--- src/design/fbwa_pkg.sv ---
// Shared types and constants for the fit-policy partition allocator.
// No dependencies; fbwa_front, fbwa_back and the top level import this package.
package fbwa_pkg;

  typedef enum logic [1:0] {
    FIT_FIRST = 2'd0,
    FIT_BEST  = 2'd1,
    FIT_WORST = 2'd2,
    FIT_NEXT  = 2'd3
  } fit_mode_e;

  typedef enum logic {
    OP_LOAD    = 1'b0,
    OP_REQUEST = 1'b1
  } op_e;

  typedef enum logic [1:0] {
    ST_IDLE,
    ST_SCAN,
    ST_DONE
  } back_state_e;

  // Classified command handed from the front end to the back end.
  typedef struct packed {
    op_e  op;
    logic idx_ok;
  } cmd_ctrl_t;

  localparam int unsigned CFG_IDX_W = 4;
  localparam int unsigned CFG_DATA_W = 8;
  localparam logic [CFG_IDX_W-1:0] CFG_FIT_MODE   = 4'd0;
  localparam logic [CFG_IDX_W-1:0] CFG_PART_COUNT = 4'd1;

  localparam int unsigned PIDX_W = 4;
  localparam int unsigned AMOUNT_W = 16;
  localparam int unsigned COUNT_W = 5;
  localparam int unsigned EXT_W = 9;

  localparam fit_mode_e           FIT_MODE_RESET   = FIT_FIRST;
  localparam logic [COUNT_W-1:0] PART_COUNT_RESET = 5'd16;

endpackage

--- src/design/fbwa_ram.sv ---
// Generic single-write, single-read RAM with a registered read port.
// No dependencies.
module fbwa_ram #(
  parameter int unsigned WIDTH = 16,
  parameter int unsigned DEPTH = 16,
  localparam int unsigned AW = (DEPTH > 1) ? $clog2(DEPTH) : 1
) (
  input  logic             clk_i,
  input  logic             we_i,
  input  logic [AW-1:0]    waddr_i,
  input  logic [WIDTH-1:0] wdata_i,
  input  logic [AW-1:0]    raddr_i,
  output logic [WIDTH-1:0] rdata_o
);

  logic [WIDTH-1:0] mem_q [DEPTH];
  logic [WIDTH-1:0] rdata_q;

  always_ff @(posedge clk_i) begin
    if (we_i) begin
      mem_q[waddr_i] <= wdata_i;
    end
    rdata_q <= mem_q[raddr_i];
  end

  assign rdata_o = rdata_q;

endmodule

--- src/design/fbwa_front.sv ---
// Front end: accepts input transactions, classifies them and queues them.
// Depends on fbwa_pkg.
module fbwa_front import fbwa_pkg::*; #(
  parameter int unsigned NUM_PARTITIONS = 16,
  parameter int unsigned SIZE_BITS = 16,
  localparam int unsigned IW = (NUM_PARTITIONS > 1) ? $clog2(NUM_PARTITIONS) : 1
) (
  input  logic                 clk_i,
  input  logic                 rst_ni,
  input  logic                 in_valid_i,
  output logic                 in_ready_o,
  input  logic                 in_func_i,
  input  logic [PIDX_W-1:0]    in_index_i,
  input  logic [AMOUNT_W-1:0]  in_amount_i,
  output logic                 cmd_valid_o,
  output cmd_ctrl_t            cmd_ctrl_o,
  output logic [IW-1:0]        cmd_idx_o,
  output logic [SIZE_BITS-1:0] cmd_want_o,
  input  logic                 cmd_pop_i
);

  localparam int unsigned QDEPTH = 2;

  cmd_ctrl_t            ctrl_q [QDEPTH];
  logic [IW-1:0]        idx_q  [QDEPTH];
  logic [SIZE_BITS-1:0] want_q [QDEPTH];
  logic                 wr_ptr_q, wr_ptr_d;
  logic                 rd_ptr_q, rd_ptr_d;
  logic [1:0]           fill_q, fill_d;

  cmd_ctrl_t            ctrl_new;
  logic [EXT_W-1:0]     idx_ext;
  logic                 push;
  logic                 pop;

  // Classify: decode the operation and check the load index against the table.
  always_comb begin
    idx_ext         = EXT_W'(in_index_i);
    ctrl_new.op     = op_e'(in_func_i);
    ctrl_new.idx_ok = (idx_ext < EXT_W'(NUM_PARTITIONS));
  end

  assign in_ready_o  = (fill_q != 2'(QDEPTH));
  assign push        = in_valid_i && in_ready_o;
  assign pop         = cmd_pop_i && cmd_valid_o;
  assign cmd_valid_o = (fill_q != 2'd0);
  assign cmd_ctrl_o  = ctrl_q[rd_ptr_q];
  assign cmd_idx_o   = idx_q[rd_ptr_q];
  assign cmd_want_o  = want_q[rd_ptr_q];

  always_comb begin
    wr_ptr_d = push ? ~wr_ptr_q : wr_ptr_q;
    rd_ptr_d = pop ? ~rd_ptr_q : rd_ptr_q;
    fill_d   = fill_q + 2'(push) - 2'(pop);
  end

  always_ff @(posedge clk_i or negedge rst_ni) begin
    if (!rst_ni) begin
      wr_ptr_q <= 1'b0;
      rd_ptr_q <= 1'b0;
      fill_q   <= 2'd0;
    end else begin
      wr_ptr_q <= wr_ptr_d;
      rd_ptr_q <= rd_ptr_d;
      fill_q   <= fill_d;
    end
  end

  always_ff @(posedge clk_i) begin
    if (push) begin
      ctrl_q[wr_ptr_q] <= ctrl_new;
      idx_q[wr_ptr_q]  <= idx_ext[IW-1:0];
      want_q[wr_ptr_q] <= SIZE_BITS'(in_amount_i);
    end
  end

endmodule

--- src/design/fbwa_back.sv ---
// Back end: executes loads and scans the partition table for requests.
// Depends on fbwa_pkg and fbwa_ram.
module fbwa_back import fbwa_pkg::*; #(
  parameter int unsigned NUM_PARTITIONS = 16,
  parameter int unsigned SIZE_BITS = 16,
  localparam int unsigned IW = (NUM_PARTITIONS > 1) ? $clog2(NUM_PARTITIONS) : 1,
  localparam int unsigned CW = $clog2(NUM_PARTITIONS + 1)
) (
  input  logic                 clk_i,
  input  logic                 rst_ni,
  input  fit_mode_e            fit_mode_i,
  input  logic [COUNT_W-1:0]   part_count_i,
  input  logic                 cmd_valid_i,
  input  cmd_ctrl_t            cmd_ctrl_i,
  input  logic [IW-1:0]        cmd_idx_i,
  input  logic [SIZE_BITS-1:0] cmd_want_i,
  output logic                 cmd_pop_o,
  output logic                 out_valid_o,
  input  logic                 out_ready_i,
  output logic                 out_granted_o,
  output logic [PIDX_W-1:0]    out_index_o
);

  back_state_e          state_q, state_d;
  logic [IW-1:0]        pos_q, pos_d;
  logic [IW-1:0]        start_q, start_d;
  logic [CW-1:0]        remain_q, remain_d;
  logic                 cmp_vld_q, cmp_vld_d;
  logic [IW-1:0]        cmp_pos_q, cmp_pos_d;
  logic                 found_q, found_d;
  logic [IW-1:0]        pick_q, pick_d;
  logic [SIZE_BITS-1:0] best_q, best_d;
  logic [SIZE_BITS-1:0] want_q, want_d;
  fit_mode_e            mode_q, mode_d;
  logic [IW-1:0]        ptr_q, ptr_d;
  logic [NUM_PARTITIONS-1:0] used_q, used_d;
  logic                 out_vld_q, out_vld_d;
  logic                 out_granted_q, out_granted_d;
  logic [PIDX_W-1:0]    out_idx_q, out_idx_d;

  logic [EXT_W-1:0]     cnt_ext;
  logic [CW-1:0]        cnt;
  logic [IW-1:0]        start;
  logic [CW-1:0]        pos_inc;
  logic [IW-1:0]        pos_next;
  logic [SIZE_BITS-1:0] rdata;
  logic                 ram_we;
  logic                 fits;
  logic                 take;
  logic [EXT_W-1:0]     pick_ext;

  fbwa_ram #(
    .WIDTH(SIZE_BITS),
    .DEPTH(NUM_PARTITIONS)
  ) u_size_ram (
    .clk_i  (clk_i),
    .we_i   (ram_we),
    .waddr_i(cmd_idx_i),
    .wdata_i(cmd_want_i),
    .raddr_i(pos_q),
    .rdata_o(rdata)
  );

  // A count beyond the table is clamped to the table size.
  always_comb begin
    cnt_ext = (EXT_W'(part_count_i) > EXT_W'(NUM_PARTITIONS)) ?
              EXT_W'(NUM_PARTITIONS) : EXT_W'(part_count_i);
    cnt     = cnt_ext[CW-1:0];
    start   = ((fit_mode_i == FIT_NEXT) && (CW'(ptr_q) < cnt)) ? ptr_q : '0;
    pos_inc = CW'(pos_q) + CW'(1);
    pos_next = (pos_inc == cnt) ? '0 : pos_inc[IW-1:0];
    fits    = !used_q[cmp_pos_q] && (rdata >= want_q);
    unique case (mode_q)
      FIT_BEST:  take = fits && (!found_q || (rdata < best_q));
      FIT_WORST: take = fits && (!found_q || (rdata > best_q));
      default:   take = fits && !found_q;
    endcase
    pick_ext = EXT_W'(pick_q);
  end

  always_comb begin
    state_d       = state_q;
    pos_d         = pos_q;
    start_d       = start_q;
    remain_d      = remain_q;
    cmp_vld_d     = 1'b0;
    cmp_pos_d     = cmp_pos_q;
    found_d       = found_q;
    pick_d        = pick_q;
    best_d        = best_q;
    want_d        = want_q;
    mode_d        = mode_q;
    ptr_d         = ptr_q;
    used_d        = used_q;
    out_vld_d     = out_vld_q && !out_ready_i;
    out_granted_d = out_granted_q;
    out_idx_d     = out_idx_q;
    cmd_pop_o     = 1'b0;
    ram_we        = 1'b0;

    unique case (state_q)
      ST_IDLE: begin
        if (cmd_valid_i) begin
          cmd_pop_o = 1'b1;
          if (cmd_ctrl_i.op == OP_LOAD) begin
            ptr_d = '0;
            if (cmd_ctrl_i.idx_ok) begin
              ram_we            = 1'b1;
              used_d[cmd_idx_i] = 1'b0;
            end
          end else begin
            want_d   = cmd_want_i;
            mode_d   = fit_mode_i;
            found_d  = 1'b0;
            start_d  = start;
            pos_d    = start;
            remain_d = cnt;
            state_d  = ST_SCAN;
          end
        end
      end
      ST_SCAN: begin
        // Issue one read per cycle; each compare runs in the cycle after its read.
        if (remain_q != '0) begin
          cmp_vld_d = 1'b1;
          cmp_pos_d = pos_q;
          pos_d     = pos_next;
          remain_d  = remain_q - CW'(1);
        end
        if (cmp_vld_q && take) begin
          found_d = 1'b1;
          pick_d  = cmp_pos_q;
          best_d  = rdata;
        end
        if ((remain_q == '0) && !cmp_vld_q) begin
          state_d = ST_DONE;
        end
      end
      ST_DONE: begin
        if (!out_vld_q || out_ready_i) begin
          out_vld_d     = 1'b1;
          out_granted_d = found_q;
          out_idx_d     = found_q ? pick_ext[PIDX_W-1:0] : '0;
          if (found_q) begin
            used_d[pick_q] = 1'b1;
          end
          if (mode_q == FIT_NEXT) begin
            ptr_d = found_q ? pick_q : start_q;
          end
          state_d = ST_IDLE;
        end
      end
      default: state_d = ST_IDLE;
    endcase
  end

  always_ff @(posedge clk_i or negedge rst_ni) begin
    if (!rst_ni) begin
      state_q   <= ST_IDLE;
      remain_q  <= '0;
      cmp_vld_q <= 1'b0;
      found_q   <= 1'b0;
      ptr_q     <= '0;
      used_q    <= '1;
      out_vld_q <= 1'b0;
    end else begin
      state_q   <= state_d;
      remain_q  <= remain_d;
      cmp_vld_q <= cmp_vld_d;
      found_q   <= found_d;
      ptr_q     <= ptr_d;
      used_q    <= used_d;
      out_vld_q <= out_vld_d;
    end
  end

  always_ff @(posedge clk_i) begin
    pos_q         <= pos_d;
    start_q       <= start_d;
    cmp_pos_q     <= cmp_pos_d;
    pick_q        <= pick_d;
    best_q        <= best_d;
    want_q        <= want_d;
    mode_q        <= mode_d;
    out_granted_q <= out_granted_d;
    out_idx_q     <= out_idx_d;
  end

  assign out_valid_o   = out_vld_q;
  assign out_granted_o = out_granted_q;
  assign out_index_o   = out_idx_q;

endmodule

--- src/design/fit_policy_block_allocator_top.sv ---
// Top level of the fit-policy partition allocator.
// Depends on fbwa_pkg, fbwa_front, fbwa_back and fbwa_ram.
//
// Usage:
// The slave stream carries commands. tuser is the operation (0 loads a
// partition size, 1 requests an allocation); tdata holds the partition index
// and the amount. A load writes the size, marks the partition free and
// returns the next-fit pointer to zero; it produces no result transaction.
// Each request produces exactly one master-stream transaction with a grant
// flag and the granted index (zero when nothing fits).
// The configuration channel writes the fit mode (index 0) and the number of
// partitions in use (index 1). It is always ready and should only be used
// while no command is in flight.
// Operation: a load is executed as the back end takes the command. A request
// takes the command, then reads the size memory once per partition, up to
// the clamped partition count (no reads when the count is zero), with each
// compare trailing its read; it then finishes the trailing compare, leaves
// the scan and commits. The back end takes no new command until the
// request is committed; the size memory has separate read and write ports.
// A two-entry command queue sits in front of the back end, so the slave side
// keeps accepting while a search runs or a result waits. When the receiver
// stalls, the result is held in the output register and the back end stops
// before its commit cycle; the queue then fills and tready drops.
// After reset every partition is marked used, the pointer is zero, the mode
// is first fit and the count is 16. The size memory is not cleared; a
// partition only becomes free once a load has written its size.
module fit_policy_block_allocator_top import fbwa_pkg::*; #(
  parameter int unsigned NUM_PARTITIONS = 16,
  parameter int unsigned SIZE_BITS = 16
) (
  input  logic                  clk_i,
  input  logic                  rst_ni,
  // Command stream.
  input  logic                  s_axis_tvalid,
  output logic                  s_axis_tready,
  // tdata from bit 0: partition_index[3:0], amount[19:4], zero pad [23:20].
  input  logic [23:0]           s_axis_tdata,
  // tuser from bit 0: func.
  input  logic                  s_axis_tuser,
  // Result stream.
  output logic                  m_axis_tvalid,
  input  logic                  m_axis_tready,
  // tdata from bit 0: granted[0], granted_index[4:1], zero pad [7:5].
  output logic [7:0]            m_axis_tdata,
  // Configuration writes.
  input  logic                  cfg_valid_i,
  output logic                  cfg_ready_o,
  input  logic [CFG_IDX_W-1:0]  cfg_index_i,
  input  logic [CFG_DATA_W-1:0] cfg_data_i
);

  localparam int unsigned IW = (NUM_PARTITIONS > 1) ? $clog2(NUM_PARTITIONS) : 1;

  fit_mode_e            fit_mode_q;
  logic [COUNT_W-1:0]   part_count_q;

  logic                 cmd_valid;
  cmd_ctrl_t            cmd_ctrl;
  logic [IW-1:0]        cmd_idx;
  logic [SIZE_BITS-1:0] cmd_want;
  logic                 cmd_pop;
  logic                 out_granted;
  logic [PIDX_W-1:0]    out_index;

  // Configuration registers; writes to unknown indices are dropped.
  assign cfg_ready_o = 1'b1;

  always_ff @(posedge clk_i or negedge rst_ni) begin
    if (!rst_ni) begin
      fit_mode_q   <= FIT_MODE_RESET;
      part_count_q <= PART_COUNT_RESET;
    end else if (cfg_valid_i && cfg_ready_o) begin
      if (cfg_index_i == CFG_FIT_MODE) begin
        fit_mode_q <= fit_mode_e'(cfg_data_i[1:0]);
      end else if (cfg_index_i == CFG_PART_COUNT) begin
        part_count_q <= cfg_data_i[COUNT_W-1:0];
      end
    end
  end

  fbwa_front #(
    .NUM_PARTITIONS(NUM_PARTITIONS),
    .SIZE_BITS     (SIZE_BITS)
  ) u_front (
    .clk_i      (clk_i),
    .rst_ni     (rst_ni),
    .in_valid_i (s_axis_tvalid),
    .in_ready_o (s_axis_tready),
    .in_func_i  (s_axis_tuser),
    .in_index_i (s_axis_tdata[3:0]),
    .in_amount_i(s_axis_tdata[19:4]),
    .cmd_valid_o(cmd_valid),
    .cmd_ctrl_o (cmd_ctrl),
    .cmd_idx_o  (cmd_idx),
    .cmd_want_o (cmd_want),
    .cmd_pop_i  (cmd_pop)
  );

  fbwa_back #(
    .NUM_PARTITIONS(NUM_PARTITIONS),
    .SIZE_BITS     (SIZE_BITS)
  ) u_back (
    .clk_i        (clk_i),
    .rst_ni       (rst_ni),
    .fit_mode_i   (fit_mode_q),
    .part_count_i (part_count_q),
    .cmd_valid_i  (cmd_valid),
    .cmd_ctrl_i   (cmd_ctrl),
    .cmd_idx_i    (cmd_idx),
    .cmd_want_i   (cmd_want),
    .cmd_pop_o    (cmd_pop),
    .out_valid_o  (m_axis_tvalid),
    .out_ready_i  (m_axis_tready),
    .out_granted_o(out_granted),
    .out_index_o  (out_index)
  );

  assign m_axis_tdata = {3'b000, out_index, out_granted};

endmodule
--- config.mk ---
export PLATFORM = sky130hd
export DESIGN_NAME = fit_policy_block_allocator_top
export DESIGN_NICKNAME = d
export VERILOG_FILES = /design/src/design/fbwa_pkg.sv /design/src/design/fbwa_ram.sv /design/src/design/fbwa_front.sv /design/src/design/fbwa_back.sv /design/src/design/fit_policy_block_allocator_top.sv
export SDC_FILE = /design/constraint.sdc
export NUM_CORES = 1
export LEC_CHECK = 0
export BUFFER_PORTS_ARGS = -buffer_cell sky130_fd_sc_hd__buf_2
export CORE_ASPECT_RATIO = 1.5
export CORE_MARGIN = 1
export CORE_UTILIZATION = 56
export DETAILED_ROUTE_END_ITERATION = 8
export GPL_ROUTABILITY_DRIVEN = 0
export GPL_TIMING_DRIVEN = 0
export HOLD_SLACK_MARGIN = 0.15
export PLACE_DENSITY_LB_ADDON = 0.08
export SYNTH_ARGS = -nofsm -noshare
export SYNTH_HDL_FRONTEND = slang
export SYNTH_SLANG_ARGS = --single-unit
--- constraint.sdc ---
create_clock -name clk_i -period 3.5 [get_ports clk_i]
set_clock_uncertainty 0.2 [all_clocks]
set_input_delay 0.175 -clock clk_i [delete_from_list [all_inputs] [get_ports clk_i]]
set_output_delay 0.175 -clock clk_i [all_outputs]
set_load 0.02 [all_outputs]
After elaboration in Yosys (flattened, before gate mapping)
Memories as Yosys holds them, arrays and structs flattened. A register that Yosys moved wholly into a read port is not among the register bits.
Cells that the tools add are included.
{"block": "totals", "n_memories": 4, "wordCells": 155, "out_inout_bits": 11, "ram_bits": 298, "reg_bits": 96, "inputBits": 42}
{"block": "classes", "bitwise": 6, "order_cmp": 10, "add_sub_neg": 4, "reduce_logical": 38, "n_eq_ne": 19, "mux": 53}
{"name": "u_back.u_size_ram.mem_q", "depth": 16, "width": 16, "rd": 1, "rd_ports_with_merged_regs": 1, "wr": 1, "line": "fbwa_ram.sv:16", "source": "logic [WIDTH-1:0] mem_q [DEPTH];"}
{"name": "u_front.want_q", "depth": 2, "width": 16, "rd": 1, "rd_ports_with_merged_regs": 0, "wr": 1, "line": "fbwa_front.sv:26", "source": "logic [SIZE_BITS-1:0] want_q [QDEPTH];"}
{"name": "u_front.idx_q", "depth": 2, "width": 4, "rd": 1, "rd_ports_with_merged_regs": 0, "wr": 1, "line": "fbwa_front.sv:25", "source": "logic [IW-1:0] idx_q [QDEPTH];"}
{"name": "u_front.ctrl_q", "depth": 2, "width": 1, "rd": 1, "rd_ports_with_merged_regs": 0, "wr": 1, "line": "fbwa_front.sv:24", "source": "cmd_ctrl_t ctrl_q [QDEPTH];"}
{"cell": "16-bit two-way mux", "count": 5}
{"cell": "4-bit two-way mux", "count": 10}
{"cell": "16-bit one-hot mux with 2 select lines", "count": 1}
{"cell": "1-bit two-way mux", "count": 20}
{"cell": "5-bit two-way mux", "count": 4}
{"cell": "16-bit bitwise AND", "count": 1}
{"cell": "16-bit >= comparator", "count": 1}
{"cell": "16-bit > comparator", "count": 1}
{"cell": "16-bit less-than comparator", "count": 1}
{"cell": "16-bit inverter", "count": 1}
{"cell": "16-bit OR", "count": 1}
{"cell": "4-bit one-hot mux with 2 select lines", "count": 2}
{"cell": "4-bit by 5-bit less-than comparator with 1-bit output, second input constant", "count": 3}
{"cell": "2-bit by 1-bit != test with 1-bit output, second input constant", "count": 7}
{"cell": "1-bit logical AND", "count": 12}
{"cell": "4-bit AND reduction", "count": 3}
{"cell": "5-bit one-hot mux with 2 select lines", "count": 1}
{"cell": "1-bit demux with 4-bit select", "count": 2}
{"cell": "2-bit == test, second input constant", "count": 4}
{"cell": "4-bit by 1-bit >= comparator with 1-bit output, second input constant", "count": 2}
{"cell": "2-bit two-way mux", "count": 4}
{"cell": "2-bit != test, second input constant", "count": 4}
{"cell": "2-bit AND reduction", "count": 4}
{"cell": "2-bit one-hot mux with 3 select lines", "count": 1}
{"cell": "other kinds (22)", "count": 35}

Depth between registers and ports, before layout
An unclocked memory read counts as a cell.
{"block": "logic_depth", "depth_word": 11, "depth_mapped": 8, "depth_no_buf": 8}

By module
A second synthesis with hierarchy kept.
{"block": "unflattened", "hier_cells": 933, "hier_area_um2": 16580.9}
{"mod": "fbwa_ram", "area_each_um2": 10042.1, "seq_area_each_um2": 8007.7, "n_inst": 1, "cells_each": 432}
{"mod": "fbwa_back", "area_each_um2": 4424.2, "seq_area_each_um2": 2422.3, "n_inst": 1, "cells_each": 388}
{"mod": "fbwa_front", "area_each_um2": 1752.9, "seq_area_each_um2": 1361.3, "n_inst": 1, "cells_each": 89}
{"mod": "fit_policy_block_allocator_top", "area_each_um2": 361.6, "seq_area_each_um2": 176.4, "n_inst": 1, "cells_each": 24}

Worst setup path before layout
Ideal clock, no wire load.
{"block": "synth_path", "path_type": "flip-flop to flip-flop", "from": "register u_back.best_q[14]", "to": "register u_back.best_q[0] (enable)", "required_ns": 2.890, "arrival_time_ns": 2.752, "setup_ns": 0.410, "path_buffers": 0, "setup_slack_ns": 0.138, "path_stages_with_launch": 8, "period_less_slack_ns": 3.362, "cell_sequence": "edfxtp_1 -> inv_1 -> ha_1 -> a21oi_1 -> nand2_1 -> a221o_1 -> o311a_1 -> nor4_2"}
{"block": "synth_between", "elab_chain_cells": 6, "elab_cells_between_ends": 9, "cone_classes": "order compare: 2; mux: 1; reduce/logical: 6"}
{"item": "start: declaration", "line": "fbwa_back.sv:32", "source": "logic [SIZE_BITS-1:0] best_q, best_d;"}
{"item": "start signal: assignment", "line": "fbwa_back.sv:182", "source": "best_q <= best_d;"}
{"item": "16-bit > comparator or 16-bit less-than comparator (tied branches)", "line": "fbwa_back.sv:75, fbwa_back.sv:74"}
{"item": "1-bit logical OR, on equally long branches", "line": "fbwa_back.sv:75, fbwa_back.sv:74"}
{"item": "1-bit logical AND, on equally long branches", "line": "fbwa_back.sv:75, fbwa_back.sv:74"}
{"item": "1-bit one-hot mux with 2 select lines (*)", "line": "fbwa_back.sv:73", "source": "unique case (mode_q)"}
{"item": "1-bit logical AND (*)", "line": "fbwa_back.sv:130", "source": "if (cmp_vld_q && take) begin"}
{"item": "2-bit AND reduction (no line) (*)"}
Mark *: on every way between the ends. The rest lies on a longest branch, timed or not.
A chain may end at the register's enable or synchronous reset.

Worst setup path after layout
{"block": "layout_path", "from": "register u_back.u_size_ram.rdata_q[5] (netlist: u_back.u_size_ram.rdata_o[5]), read port of u_back.u_size_ram.mem_q", "to": "register u_back.best_q[8] (enable)"}
{"block": "layout_between", "elab_chain_cells": 6, "elab_cells_between_ends": 12, "cone_classes": "order compare: 3; mux: 1; reduce/logical: 8"}
{"item": "start: declaration", "line": "fbwa_ram.sv:17", "source": "logic [WIDTH-1:0] rdata_q;"}
{"item": "16-bit >= comparator, or another cell as far along", "line": "fbwa_back.sv:72", "source": "fits = !used_q[cmp_pos_q] && (rdata >= want_q);"}
{"item": "1-bit logical AND, or another cell as far along", "line": "fbwa_back.sv:72"}
{"item": "1-bit logical AND, on equally long branches", "line": "fbwa_back.sv:76, fbwa_back.sv:74, fbwa_back.sv:75"}
{"item": "1-bit one-hot mux with 2 select lines (*)", "line": "fbwa_back.sv:73"}
{"item": "1-bit logical AND (*)", "line": "fbwa_back.sv:130"}
{"item": "2-bit AND reduction (no line) (*)"}
Marked as above.

==> results.md <==
- HPWL Detailed: 23500 um
- # diodes: 0
- Required @ worst endpoint: 3530 ps
- Seq cells post-synth: 410
- Share of layout cells above drive strength 1: 24.8%
- Worst Hold End: u_front.want_q[1][5]
- Initial antenna violation count: 0
- Die area: 30300 sq um
- Postcts setup bufs: 0
- Initial DRC Count: 683
- Most frequent cells in the layout: edfxtp_1 (353), mux4_2 (83), inv_1 (66), buf_2 (53)
- CTS tree: done
- Min-delay src: s_axis_tdata[9]
- # fillers: 2011
- Pwr dens: 834 nW/um^2
- Worst-path clk slew: 60 ps
- Crit-path slowest cell: a2111oi_0
- # clock sinks: 410
- Max incr delay on CP: 750 ps
- Worst-Skew Late Latency: 540 ps
- Synth Cell Area: 16600 sq um
- Wirelength per Cell: 25.5 um
- Row count: 76
- Yosys warnings: 0
- Vias per cell: 5.93
- Drt first pass iters: 6
- H-tree depth: 2
- Outcome: complete, no violations
- GRT overflow: 0
- CP Capture Type: flip-flop
- Min-delay worst type: input pin to flip-flop
- Top delay family on crit path: compound AO/OA/AOI/OAI gates
- CTS Buf Count: 39
- Syn_area_per_cell: 18.6 sq um
- Core Area: 28900 sq um
- Cts repair resizes: 0
- VDD IR max: 471 uV
- Reg2Reg Setup Slack: 220 ps
- Largest fanout on the critical path: 13
- Syn Inst Count: 890
- Clock period minus worst slack: 3280 ps
- Sequential share of the synthesized area: 72.2%
- Final nets: 1106
- Unrepaired setup endpoints after global routing: no
- First-pass GRT wire length: 54800 um
- R2r worst-path depth: 6
- Asr flop ratio synth: 10.0%
- Core Util, Final: 66.1%
- Area Overhead vs Synth: 15.2%
- Slew HR: 13.3%
- Maxcap violations: 0
- Critical Path Start Type: flip-flop
- Critical path type: flip-flop to flip-flop
- Vias in the first global route: 9118
- Final wirelength: 36800 um
- Die H: 213 um
- Least-Margin Pin Slew: 1300 ps
- Die Wd: 142 um
- Pins over their slew limit: 0
- Fin crit share: 93.8%
- Antenna Nets Post-Route: 0
- Hold depth: 2
- Post-synth EDFFs: 353
- Leak pwr: 6.75 nW
- DRC viols: 0
- Ports: 53
- Maximum clock rate: 0.305 GHz
- Final Setup Violations: 0
- Commonest non-fill, non-tap cell in the layout: edfxtp_1
- Critical Path AT: 3310 ps
- Count of final hold-check violations: 0
- Predominant post-synthesis flop cell: edfxtp_1
- WP buf/inv: 1
- Root Buffer Master: clkbuf_16
- PortBufs: 41
- Worst reg2reg startpoint: u_back.u_size_ram.rdata_o[5]
- Vias: 8546
- Starting Density: 57.4%
- Largest net degree at the start of global routing: 37
- R2r endpoint: u_back.best_q[8]
- WHS: 166 ps
- CP Cell Sequence: ha_1 > o21ai_0 > a2111oi_0 > a21oi_1 > nor4_4 > buf_6
- CTS max path bufs: 3
- Global-route usage over all layers: 25.8%
- Synth cell types: 69
[flip-flops by register name (all words and copies together), names as in the netlist, 5 cells and up]
signal                     flops
u_back.want_q                 16
u_front.want_q                32
u_back.used_q                 16
u_back.best_q                 16
u_front.idx_q                  8
part_count_q                   5
u_back.u_size_ram.rdata_o     16
u_back.remain_q                5
u_back.u_size_ram.mem_q      256
[where the power goes]
group,switching (mW),leakage [nW],total [mW],internal (mW)
Sequential,0.470,3.82,7.10,6.63
Clock,1.73,0.610,4.11,2.38
Combinational,2.72,2.33,4.73,2.01
[cell usage after synthesis (all sizes together) (8+ instances only)]
| master | instances | area share, % |
|---|---|---|
| nand2 | 30 | 0.68 |
| nor2 | 29 | 0.67 |
| mux4 | 84 | 11 |
| dfstp | 17 | 2.7 |
| o21ai | 19 | 0.57 |
| a21oi | 23 | 0.69 |
| nand2b | 8 | 0.30 |
| buf | 23 | 0.91 |
| and2 | 13 | 0.49 |
| ha | 42 | 3.2 |
| dfrtp | 24 | 3.6 |
| dfxtp | 16 | 1.9 |
| a22o | 11 | 0.58 |
| edfxtp | 353 | 64 |
| nor3 | 8 | 0.27 |
| mux2 | 27 | 1.8 |
| inv | 66 | 1.5 |
[cell families (layout without fill, tap and decap cells)]
group,count (synthesis),in the layout,share of synthesized area (%)
flops,410,410,72.2
mux,113,113,13.4
fa+ha+maj,42,42,3.17
compound gates,95,95,4.07
buf+inv,96,256,2.56
xor+xnor,8,8,0.423
simple gates,124,124,4.17
other cells,2,4,0.0453
[layout make-up]
| cell class | count | area (sq um) | area share (%) |
|---|---|---|---|
| Inverter | 66 | 248 | 1.30 |
| Clock buffer | 57 | 1130 | 5.90 |
| Timing Repair Buffer | 89 | 717 | 3.75 |
| Multi-Input combinational cell | 386 | 4260 | 22.3 |
| Buffer | 30 | 176 | 0.924 |
| Tap cell | 390 | 488 | 2.56 |
| Sequential cell | 410 | 12000 | 62.7 |
| Clock inverter | 14 | 116 | 0.609 |
[worst max-delay path by stage]
stage                                       from           endpoint  depth (start not counted)
floorplan                      u_back.best_q[14]   u_back.best_q[0]                          7
global placement               u_back.state_q[0]    u_back.pos_q[3]                          3
detailed placement              u_back.want_q[5]  u_back.best_q[14]                          7
CTS                             u_back.want_q[5]   u_back.best_q[9]                          7
global route                   u_back.want_q[11]   u_back.best_q[8]                          7
finish              u_back.u_size_ram.rdata_o[5]   u_back.best_q[8]                          6
[metrics by stage]
| step | setup TNS (ps) | setup slack, ps | instances | cell area [sq um] | total power [mW] |
|---|---|---|---|---|---|
| 5_1_grt | 0 | 95.6 | 1442 | 19100 | 16.6 |
| 3_3_place_gp | -71400 | -1150 | 1323 | 17300 | 11.6 |
| 2_1_floorplan | 0 | 138 | 892 | 16600 | 10.3 |
| 6_report | 0 | 218 | 1442 | 19100 | 15.9 |
| 3_5_place_dp | 0 | 193 | 1329 | 17400 | 11.9 |
| 4_1_cts | 0 | 162 | 1442 | 19100 | 16.0 |
[repair_timing]
action / in CTS / in global routing
endpoints found under the setup margin: 0 / 0
hold endpoints to repair: 116 / 0
hold buffers: 42 / 0
[layer usage]
layer  track usage (%)  vias up  routed length [um]
met5                 0        -                   0
met4              11.5        0                1550
met3              3.72       90                1500
met2              46.5      266               19700
met1              30.6     4413               14000
li1                  -     3777                   -
Power figures use the tool's default switching activity.
